<file path="config.mk">
export PLATFORM = sky130hd
export DESIGN_NAME = gba_ctrl
export DESIGN_NICKNAME = d
export VERILOG_FILES = /design/src/gba_pkg.sv /design/src/gba_ctrl.sv
export SDC_FILE = /design/constraint.sdc
export NUM_CORES = 1
export LEC_CHECK = 0
export BUFFER_PORTS_ARGS = -buffer_cell sky130_fd_sc_hd__buf_2
export CAP_MARGIN = 20
export CORE_MARGIN = 3
export CORE_UTILIZATION = 27
export DETAILED_ROUTE_END_ITERATION = 12
export PLACE_DENSITY = 0.57
export SLEW_MARGIN = 25
export SYNTH_ARGS = -nofsm -noshare
export SYNTH_HDL_FRONTEND = slang
export SYNTH_SLANG_ARGS = --single-unit
</file>
<file path="constraint.sdc">
create_clock -name clk -period 2.5 [get_ports clk]
set_clock_uncertainty 0.1 [all_clocks]
set_input_delay 0.125 -clock clk [delete_from_list [all_inputs] [get_ports clk]]
set_output_delay 0.125 -clock clk [all_outputs]
set_load 0.05 [all_outputs]
</file>
<file path="src/gba_pkg.sv">
package gba_pkg;

  localparam int unsigned BUDGET_W = 43;
  localparam int unsigned SUM_W    = 44;
  localparam int unsigned KEY_W    = 64;
  localparam int unsigned BITS_W   = 6;
  localparam int unsigned DATA_W   = 32;

  localparam logic [DATA_W-1:0] K32 = 32'd2752;
  localparam logic [DATA_W-1:0] K8  = 32'd4755673;
  localparam logic [DATA_W-1:0] K4  = 32'd229064922;
  localparam logic [DATA_W-1:0] K2  = 32'd3817748708;

  typedef enum logic [3:0] {
    ST_IDLE,
    ST_LOAD_RD,
    ST_LOAD_MUL,
    ST_LOAD_DIV,
    ST_CHECK,
    ST_SCAN,
    ST_SCAN_END,
    ST_SHRINK_RD,
    ST_SHRINK_APPLY,
    ST_SHRINK_MUL,
    ST_SHRINK_DIV,
    ST_EMIT_RD,
    ST_EMIT
  } state_t;

  typedef struct packed {
    logic store_in;    // write the accepted word into the stores
    logic key_rd;      // read the entry to (re)key
    logic mul_go;      // register the key product
    logic div_go;      // start the divider
    logic key_wr;      // write the divider result as the key
    logic scan_clr;    // reset scan pointer and the found flag
    logic scan_step;   // examine one entry
    logic pick;        // point the key port at the best entry
    logic shrink;      // step the read entry down one width
    logic emit_clr;    // reset emit pointer
    logic emit_rd;     // read the entry to emit
    logic emit_step;   // advance the emit pointer
    logic set_infeas;
    logic run_clr;     // clear count, sum and flag
  } cmd_t;

  typedef struct packed {
    logic div_busy;
    logic over_budget;
    logic scan_done;
    logic found;
    logic emit_last;
    logic full;
    logic count_zero;
  } sts_t;

  function automatic logic can_shrink(input logic [BITS_W-1:0] b);
    return (b == 6'd2) || (b == 6'd4) || (b == 6'd8) || (b == 6'd32);
  endfunction

  function automatic logic [BITS_W-1:0] next_width(input logic [BITS_W-1:0] b);
    logic [BITS_W-1:0] r;
    case (b)
      6'd32:   r = 6'd8;
      6'd8:    r = 6'd4;
      6'd4:    r = 6'd2;
      6'd2:    r = 6'd1;
      default: r = b;
    endcase
    return r;
  endfunction

  function automatic logic [DATA_W-1:0] width_const(input logic [BITS_W-1:0] b);
    logic [DATA_W-1:0] r;
    case (b)
      6'd32:   r = K32;
      6'd8:    r = K8;
      6'd4:    r = K4;
      6'd2:    r = K2;
      default: r = '0;
    endcase
    return r;
  endfunction

endpackage

</file>
<file path="src/gba_ctrl.sv">
module gba_ctrl (
  input  logic            clk,
  input  logic            rst,
  input  logic            in_valid,
  input  logic            in_last,
  output logic            in_stall,
  input  logic            out_stall,
  output logic            out_valid,
  input  gba_pkg::sts_t   sts,
  output gba_pkg::cmd_t   cmd
);

  gba_pkg::state_t state, state_next;
  logic            last_seen, last_seen_next;

  always_ff @(posedge clk) begin
    if (rst) begin
      state     <= gba_pkg::ST_IDLE;
      last_seen <= 1'b0;
    end else begin
      state     <= state_next;
      last_seen <= last_seen_next;
    end
  end

  always_comb begin
    state_next     = state;
    last_seen_next = last_seen;
    cmd            = '0;
    in_stall       = 1'b1;
    out_valid      = 1'b0;
    case (state)
      gba_pkg::ST_IDLE: begin
        in_stall = 1'b0;
        if (in_valid) begin
          last_seen_next = in_last;
          if (!sts.full) begin
            cmd.store_in = 1'b1;
            state_next   = gba_pkg::ST_LOAD_RD;
          end else if (in_last) begin
            state_next = gba_pkg::ST_CHECK;
          end
        end
      end
      gba_pkg::ST_LOAD_RD: begin
        cmd.key_rd = 1'b1;
        state_next = gba_pkg::ST_LOAD_MUL;
      end
      gba_pkg::ST_LOAD_MUL: begin
        cmd.mul_go = 1'b1;
        state_next = gba_pkg::ST_LOAD_DIV;
      end
      gba_pkg::ST_LOAD_DIV: begin
        cmd.div_go = 1'b1;
        state_next = gba_pkg::ST_SHRINK_DIV;
      end
      gba_pkg::ST_SHRINK_DIV: begin
        if (!sts.div_busy) begin
          cmd.key_wr = 1'b1;
          state_next = last_seen ? gba_pkg::ST_CHECK : gba_pkg::ST_IDLE;
        end
      end
      gba_pkg::ST_CHECK: begin
        cmd.scan_clr = 1'b1;
        if (sts.over_budget) begin
          state_next = gba_pkg::ST_SCAN;
        end else begin
          cmd.emit_clr = 1'b1;
          state_next   = sts.count_zero ? gba_pkg::ST_IDLE : gba_pkg::ST_EMIT_RD;
          if (sts.count_zero) begin
            cmd.run_clr = 1'b1;
          end
        end
      end
      gba_pkg::ST_SCAN: begin
        cmd.scan_step = 1'b1;
        if (sts.scan_done) begin
          state_next = gba_pkg::ST_SCAN_END;
        end
      end
      gba_pkg::ST_SCAN_END: begin
        if (sts.found) begin
          cmd.pick   = 1'b1;
          state_next = gba_pkg::ST_SHRINK_RD;
        end else begin
          cmd.set_infeas = 1'b1;
          cmd.emit_clr   = 1'b1;
          state_next     = gba_pkg::ST_EMIT_RD;
        end
      end
      gba_pkg::ST_SHRINK_RD: begin
        cmd.key_rd = 1'b1;
        state_next = gba_pkg::ST_SHRINK_APPLY;
      end
      gba_pkg::ST_SHRINK_APPLY: begin
        cmd.shrink = 1'b1;
        state_next = gba_pkg::ST_SHRINK_MUL;
      end
      gba_pkg::ST_SHRINK_MUL: begin
        cmd.mul_go = 1'b1;
        state_next = gba_pkg::ST_LOAD_DIV;
      end
      gba_pkg::ST_EMIT_RD: begin
        cmd.emit_rd = 1'b1;
        state_next  = gba_pkg::ST_EMIT;
      end
      gba_pkg::ST_EMIT: begin
        out_valid = 1'b1;
        if (!out_stall) begin
          cmd.emit_step = 1'b1;
          if (sts.emit_last) begin
            cmd.run_clr    = 1'b1;
            last_seen_next = 1'b0;
            state_next     = gba_pkg::ST_IDLE;
          end else begin
            state_next = gba_pkg::ST_EMIT_RD;
          end
        end
      end
      default: state_next = gba_pkg::ST_IDLE;
    endcase
  end

  assert property (@(posedge clk) disable iff (rst)
    (state == gba_pkg::ST_SCAN_END && !sts.found) |=> state == gba_pkg::ST_EMIT_RD)
    else $error("missing emit after infeasible scan");
  assert property (@(posedge clk) disable iff (rst)
    out_valid |-> in_stall)
    else $error("input open during emit");
  assert property (@(posedge clk) disable iff (rst)
    cmd.key_wr |-> !sts.div_busy)
    else $error("key written while divider busy");

endmodule

</file>
==> impl_metrics.csv, run 1 <==
group,metric,value,unit
floorplanning,dieWidth,52.9,µm
route,drtPass1Iterations,6,
floorplanning,core-area,2020,µm²
yosys,synth_compound_area_share,22.3,%
yosys,synth.net_count,101,
critical_path,critPathLaunchType,"register",
global_routing,overflow,0,
critical_path,path_cells,"buf_4 -> nand2b_1 -> nor3_2 -> a22o_1 -> buf_2",
yosys,synth_common_cells,"nor2_1 (10), nor3_1 (8), nand2b_1 (7)",
sta,maxSlewViolCount,0,
sta,fin_crit_sh,83.7,%
placed_design,post_dp_cell_area,767,µm²
yosys,synth-edff-count,0,
clock_network,post_cts_resized,0,
placed_design,dp_hpwl,1470,µm
sta,tightest_slew,0.524,ns
critical_path,slowest_stage,"dfxtp_1",
yosys,synth.distinct_cells,32,
pwr,vdd_drop_max,0.726,mV
route,drt_iter0_markers,28,
sta,finalSetupViolCount,0,
finish,finalNetCount,129,
sta,slew-limit-headroom,65.0,%
yosys,synth_top_family_by_area,"simple AND/OR/NAND/NOR gates",
critical_path,crit_buf_inv,2,
yosys,synth_top_cell_by_area,"dfxtp_1",
yosys,yosys_most_used_dff,"dfxtp_1",
global_routing,track_usage,14.5,%
yosys,ys_top_cells_by_area,"dfxtp_1 (17%), nand2b_1 (7.4%), nor3_1 (6.7%)",
global_routing,grt_pass1_wl,3090,µm
sta,min_period,2.09,ns
clock_network,clock-sinks,5,
critical_path,slowest_delay,0.54,ns
floorplanning,die_area,2800,µm²
critical_path,path_delay_family,"flip-flops",
clock_network,cts_max_level,1,
clock_network,cts-root-buf,"clkbuf_4",
clock_network,cts_hold_buf,0,
floorplanning,pin_count,28,
clock_network,postCtsSetupBuffers,0,
floorplanning,initial_core_util,29.4,%
floorplanning,die-height,52.9,µm
pwr,power,1.14,mW
sta,hold_violations,0,
finish,drive_gt1_share,33.6,%
clock_network,cts_tree,"done",
global_routing,grt_start_max_net_pins,18,
yosys,syn-cell-area,594,µm²
outcome,status,"finished clean",
critical_path,critical_path_class,"register to output port",
critical_path,worstPathArrival,1.87,ns
clock_network,clockBufferDepth,2,
yosys,synth_top_area_share,16.8,%
placed_design,gp_congestion,0.841,
global_routing,antenna_found_initial,0,
sta,max_freq,478,MHz
clock_network,path_clk_slew,0.04,ns
pwr,p_per_area,1430,nW/µm²
yosys,yosysMostFrequentCell,"nor2_1",
floorplanning,fp-row-count,16,
sta,timing.setup.tns,0,ns
clock_network,insertion_delay,0.24,ns
pwr,leakage,0.373,nW
yosys,synthArstFlopShare,0,%
clock_network,numCtsBuffers,3,
route,wire_per_inst,13.2,µm
yosys,synthAdderAreaFrac,0,%
yosys,yosysWarnings,0,
yosys,synth-xor-area-share,0,%
yosys,synth-simple-area-share,51.8,%
finish,area_delta_synth_final,33.5,%
sta,rsz0062_at_grt,"false",
global_routing,grt_pass1_vias,698,
worst_hold_path,min_path_type,"input port to register",
yosys,syn-instance-count,89,
placed_design,port_buffers,27,
route,ant_nets,0,
finish,diodes,0,
job,drv_cap,0,
critical_path,crit_fanout,12,
route,viasPerCell,5.15,
yosys,ys_seq_area_share,16.8,%
yosys,ys_seq_elements,5,
yosys,muxShareOfSynthArea,3.37,%
route,drc,0,
critical_path,cp-startpoint,"state[2]",
yosys,avgSynthCellArea,6.68,µm²
critical_path,rr_startpoint,"state[2]",
finish,fin_area,793,µm²
critical_path,cp.required,2.28,ns
route,wirelength,1890,µm
finish,nFillCells,220,
critical_path,critPathCaptureType,"output port",
worst_hold_path,min_from,"rst",
route,dr_total_vias,736,
## flip-flops by register name (all words and copies together), names as in the netlist
| register | flops |
|---|---|
| state | 4 |
| last_seen | 1 |
## final cells by class
cell class              instances  area (µm²)  area share (%)
well taps                      27        33.8            4.26
inverters                       4        15.0            1.89
multi-input cells              75         475            59.9
repair buffers                 28         143            18.0
flip-flops and latches          5         100            12.6
clock buffers                   4        26.3            3.31
## cell usage in the layout (no fill, tap or decap)
cell / instances
o31ai_1: 1
nand3b_1: 3
dfxtp_1: 5
and3_1: 3
a221o_1: 1
nor3_2: 2
or3_1: 3
nand4_1: 1
clkbuf_4: 3
o21bai_1: 1
nor3b_2: 1
nand3_1: 2
a21oi_1: 4
a21bo_2: 1
mux2i_1: 2
nor2b_1: 4
buf_2: 27
o211a_1: 1
o22ai_1: 1
a211oi_1: 1
buf_4: 1
nand4bb_1: 1
o211ai_1: 2
nor3_1: 6
or2_2: 2
inv_1: 4
nor4_1: 1
nand2b_1: 7
nor3b_1: 2
nand2_1: 5
a22o_1: 1
or4b_4: 1
a31o_2: 1
o21ai_0: 3
clkbuf_1: 1
nor2_1: 10
a31oi_1: 1
## per-stage QoR
| step | util (%) | instances | setup WS, ns | hold slack (ns) |
|---|---|---|---|---|
| global route | 39.2 | 143 | 0.294 | 0.0430 |
| detailed placement | 37.9 | 139 | 0.514 | 0.288 |
| global placement | 37.9 | 139 | 0.554 | 0.294 |
| floorplan | - | 89 | 0.232 | 0.0944 |
| CTS | 39.2 | 143 | 0.402 | 0.0418 |
| finish | 39.2 | 143 | 0.409 | 0.0530 |
## kinds of logic (layout without fill, tap and decap cells)
logic type / Yosys count / count (layout)
compound gates: 19 / 19
mux: 2 / 2
flops: 5 / 5
buf+inv: 9 / 36
simple gates: 54 / 54
## routing by layer
metal / up-vias / part of all wire, % / track usage, %
li1: 381 / - / -
met3: 0 / 7.9 / 3.10
met1: 328 / 48 / 20.2
met5: - / 0 / 0
met4: 0 / 0 / 2.98
met2: 27 / 44 / 22.5
## where the power goes
part | switching, mW | internal, mW | leakage, nW
combinational | 0.538 | 0.274 | 0.317
clock | 0.0343 | 0.0604 | 0.0150
sequential | 0.114 | 0.115 | 0.0410
total | 0.686 | 0.450 | 0.373
## path summary, 6_finish.rpt
| kind | end | slack, ns | cells past startpoint |
|---|---|---|---|
| worst max-delay path | cmd[0] | 0.41 | 5 |
| worst max register to register | state[3] | 0.50 | 4 |
| worst min register to register | last_seen | 0.44 | 2 |
| worst min-delay path | last_seen | 0.05 | 2 |
(Power assumes the default switching activity.)
==> run 2, diff against run 1 <==
Settings changed: ABC_AREA set to 1, PLACE_DENSITY 0.57 to 0.58.
Clock period 2.5 ns to 2 ns, I/O delays scaled along.
==> impl_metrics.csv, run 2 <==
group,metric,value,unit
sta,max_freq,557,MHz
critical_path,crit_fanout,8,
finish,final_common_cell,"nand2_1",
pwr,vdd_drop_max,0.694,mV
floorplanning,core-area,1840,µm²
worst_hold_path,min_path_type,"input port to register",
placed_design,gp_congestion,0.873,
pwr,power,992,µW
sta,finalSetupViolCount,0,
sta,rsz0062_at_grt,"false",
global_routing,overflow,0,
finish,drive_gt1_share,33.6,%
floorplanning,initial_core_util,30.5,%
yosys,yosys_most_used_dff,"dfxtp_1",
critical_path,cp.required,1.80,ns
route,drt_iter0_markers,9,
floorplanning,fp-row-count,15,
pwr,pwr-share-seq,19.1,%
yosys,yosysMostFrequentCell,"nand2_1",
pwr,swShare,61.0,%
route,wire_per_inst,10.2,µm
finish,nFillCells,225,
route,dr_total_vias,749,
global_routing,grt_start_max_net_pins,9,
finish,largest-register,"state",
finish,fin_util,42.1,%
floorplanning,dieWidth,51.6,µm
critical_path,critical_path_class,"register to output port",
yosys,syn-cell-area,561,µm²
finish,finalNetCount,153,
yosys,synth-edff-count,0,
yosys,synth.net_count,121,
clock_network,cts-root-buf,"clkbuf_4",
pwr,p_int,387,µW
critical_path,cp-startpoint,"state[2]",
yosys,synth_top_area_share,20.8,%
critical_path,critPathCaptureType,"output port",
clock_network,path_clk_slew,0.04,ns
pwr,leakage,0.458,nW
finish,largest_register_ff_count,4,
floorplanning,die-height,51.6,µm
route,ant_nets,0,
sta,slew-limit-headroom,77.3,%
placed_design,placedCellCount,160,
yosys,synth.distinct_cells,17,
job,drv_cap,0,
finish,reg.largest.list,"state (4), last_seen (1)",
pwr,clock_power_share,11.5,%
yosys,avgSynthCellArea,5.14,µm²
clock_network,insertion_delay,0.24,ns
sta,tightest_slew,0.340,ns
global_routing,grt_pass1_wl,2840,µm
finish,finalNonFillerCells,165,
route,drtPass1Iterations,4,
sta,fin_crit_sh,89.8,%
yosys,syn-instance-count,109,
global_routing,grt_pass1_vias,672,
yosys,synth_common_cells,"nand2_1 (31), nor2_1 (18), inv_1 (12)",
floorplanning,pin_count,28,
finish,area_delta_synth_final,38.2,%
yosys,yosysWarnings,0,
placed_design,dp_hpwl,1450,µm
pwr,p_per_area,1280,nW/µm²
pwr,switching_power,605,µW
clock_network,clockBufferDepth,2,
finish,layout_common_cells,"nand2_1 (31), buf_2 (27), nor2_1 (18)",
global_routing,antenna_found_initial,0,
sta,maxSlewViolCount,0,
yosys,ys_seq_elements,5,
route,viasPerCell,4.54,
finish,diodes,0,
worst_hold_path,min_from,"sts[4]",
clock_network,cts_tree,"done",
sta,min_period,1.80,ns
pwr,p_comb_share,69.5,%
critical_path,rr_startpoint,"state[2]",
route,drc,0,
sta,hold_violations,0,
yosys,synth_top_cell_by_area,"nand2_1",
clock_network,cts_max_level,1,
outcome,status,"finished clean",
floorplanning,die_area,2660,µm²
yosys,ys_top_cells_by_area,"nand2_1 (21%), dfxtp_1 (18%), nor2_1 (12%)",
yosys,synthArstFlopShare,0,%
placed_design,port_buffers,27,
route,wirelength,1680,µm
clock_network,clock-sinks,5,
global_routing,track_usage,13.9,%
critical_path,critPathLaunchType,"register",
critical_path,worstPathArrival,1.60,ns
yosys,ys_seq_area_share,17.9,%
clock_network,numCtsBuffers,3,
## run 2: logic make-up after synthesis
family	after synthesis	synth area share, %
simple gates	74	57.8
compound gates	12	10.9
buf+inv	18	13.4
flops	5	17.9
## run 2: metrics by stage
| step | hold slack, ns | setup TNS (ns) | area, µm² | setup slack (ns) |
|---|---|---|---|---|
| 2_1_floorplan | 0.0691 | -0.150 | 583 | -0.112 |
| 3_3_place_gp | 0.233 | 0 | 738 | 0.505 |
| 3_5_place_dp | 0.234 | 0 | 738 | 0.455 |
| 4_1_cts | 0.0439 | 0 | 774 | 0.195 |
| 5_1_grt | 0.0824 | 0 | 774 | 0.0272 |
| 6_report | 0.0537 | 0 | 774 | 0.204 |
## run 2: timing repair
item / CTS / global route
setup endpoints to repair: 0 / 0
hold buffers: 1 / 0
gates resized for setup: 0 / 0
setup buffers: 0 / 0
hold endpoints to repair: 5 / 0
## run 2: worst max-delay path, stage by stage, from the launching register on
cell,delay [ns]
dfxtp_1,0.51
nand2_2,0.16
nor2_1,0.20
nand2_1,0.11
o22ai_2,0.09
buf_2,0.28
## run 2: final cells by class
| class | instances | area [µm²] | share of cell area [%] |
|---|---|---|---|
| tap | 25 | 31.3 | 4.04 |
| inverter | 17 | 63.8 | 8.24 |
| sequential | 5 | 100 | 12.9 |
| clock buffer | 4 | 26.3 | 3.39 |
| timing repair buffer | 28 | 145 | 18.7 |
| multi-input combinational | 86 | 408 | 52.7 |
## run 2: path summary, 6_finish.rpt
path	depth (start not counted)	endpoint	slack (ns)
max	5	cmd[0]	0.20
min	4	state[0]	0.05
max reg2reg	8	state[0]	0.48
min reg2reg	2	last_seen	0.42
## run 2: power groups by stage
stage	clock (mW)	combinational [mW]	sequential [mW]
finish	0.114	0.689	0.189
CTS	0.120	0.691	0.189
detailed placement	0	0.689	0.192
global route	0.130	0.765	0.195
floorplan	0	0.576	0.165
global placement	0	0.690	0.188
## run 2: routing by layer
layer	wire length (µm)	vias up	GRT usage, %
met3	89	2	3.44
li1	-	407	-
met5	0	-	0
met4	15	0	2.62
met2	746	25	21.8
met1	831	315	19.4
==> run 3, diff against run 2 <==
Clock period 2 ns to 1.9 ns, I/O delays scaled along.
==> impl_metrics.csv, run 3 (synthesis gave the netlist of run 2 again) <==
group,metric,value,unit
floorplanning,dieWidth,51.6,µm
clock_network,cts_hold_buf,1,
route,wirelength,1720,µm
critical_path,critical_path_class,"register to output port",
critical_path,critPathLaunchType,"register",
finish,finalNetCount,153,
floorplanning,core-area,1840,µm²
sta,maxSlewViolCount,0,
pwr,vdd_drop_max,0.550,mV
global_routing,antenna_found_initial,0,
critical_path,cpMostUsedCell,"nand2_1",
global_routing,grt_pass1_wl,2880,µm
clock_network,clockBufferDepth,2,
route,top_layer,"met4",
floorplanning,initial_core_util,30.5,%
critical_path,critPathCaptureType,"output port",
pwr,p_per_area,1350,nW/µm²
finish,reg.largest.list,"state (4), last_seen (1)",
route,met2_length,782,µm
placed_design,placedCellCount,160,
clock_network,path_clk_slew,0.05,ns
clock_network,post_cts_resized,0,
critical_path,slowest_stage,"dfxtp_1",
critical_path,slowest_delay,0.52,ns
clock_network,cts_max_level,1,
finish,drive_gt1_share,34.3,%
clock_network,cts_tree,"done",
critical_path,path_delay_family,"flip-flops",
placed_design,dp_hpwl,1480,µm
finish,final_common_cell,"nand2_1",
clock_network,insertion_delay,0.24,ns
global_routing,overflow,0,
route,dr_total_vias,768,
finish,diodes,0,
finish,largest-register,"state",
route,drc,0,
clock_network,numCtsBuffers,3,
critical_path,worstPathArrival,1.60,ns
pwr,power,1.06,mW
route,ant_nets,0,
sta,slew-limit-headroom,76.8,%
finish,largest_register_ff_count,4,
outcome,status,"finished clean",
pwr,leakage,0.460,nW
sta,tightest_slew,0.348,ns
global_routing,grt_pass1_vias,659,
finish,layout_common_cells,"nand2_1 (31), buf_2 (27), nor2_1 (17)",
floorplanning,pin_count,28,
job,drv_cap,0,
finish,finalNonFillerCells,165,
clock_network,postCtsSetupBuffers,0,
critical_path,cp.required,1.70,ns
floorplanning,die-height,51.6,µm
finish,fin_util,42.6,%
route,met1_length,754,µm
placed_design,gp_congestion,0.895,
sta,max_freq,559,MHz
clock_network,clock-sinks,5,
sta,finalSetupViolCount,0,
route,wire_per_inst,10.4,µm
route,drtPass1Iterations,4,
floorplanning,fp-row-count,15,
critical_path,path_cells,"nand2_1 -> nor2_2 -> nand2_1 -> o22ai_2 -> buf_2",
sta,rsz0062_at_grt,"false",
route,viasPerCell,4.65,
floorplanning,die_area,2660,µm²
finish,area_delta_synth_final,39.7,%
critical_path,crit_fanout,8,
critical_path,crit_buf_inv,1,
route,dr_wl_met3,166,µm
global_routing,grt_start_max_net_pins,9,
sta,min_period,1.79,ns
sta,fin_crit_sh,94.2,%
worst_hold_path,min_path_type,"input port to register",
placed_design,port_buffers,27,
sta,timing.setup.tns,0,ns
sta,hold_violations,0,
global_routing,track_usage,14.2,%
clock_network,cts-root-buf,"clkbuf_4",
route,drt_iter0_markers,8,
[run 3: worst paths after layout]
check                           startpoint         to  slack (ns)  depth (start not counted)
worst max-delay path              state[2]     cmd[0]        0.11                          5
worst min-delay path                sts[4]   state[0]        0.05                          4
worst max register to register    state[2]  last_seen        0.36                          7
worst min register to register   last_seen  last_seen        0.39                          2
[run 3: stage by stage]
stage | hold slack, ns | cell area [µm²] | setup WS, ns
3_5_place_dp | 0.232 | 747 | 0.383
4_1_cts | 0.0426 | 783 | 0.122
5_1_grt | 0.0566 | 783 | 0.00717
3_3_place_gp | 0.226 | 747 | 0.403
2_1_floorplan | 0.0641 | 592 | 0.0328
6_report | 0.0474 | 783 | 0.110
[run 3: worst min-delay path: stages]
cell	delay, ns
buf_2	0.07
inv_1	0.03
nand2_2	0.07
a21oi_1	0.06
[run 3: final cells by class]
class	count	area, µm²
Timing Repair Buffer	28	145
Inverter	17	63.8
Multi-Input combinational cell	86	417
Fill cell	220	1060
Clock buffer	4	26.3
Tap cell	25	31.3
Sequential cell	5	100
[run 3: power breakdown]
part	switching (mW)	internal [mW]
Clock	0.0411	0.0793
Combinational	0.550	0.190
Sequential	0.0552	0.142
[run 3: routing by layer]
metal | vias to the layer above | track usage [%]
met5 | - | 0
met3 | 2 | 3.44
met2 | 30 | 22.7
met1 | 325 | 18.4
met4 | 0 | 5.24
li1 | 411 | -
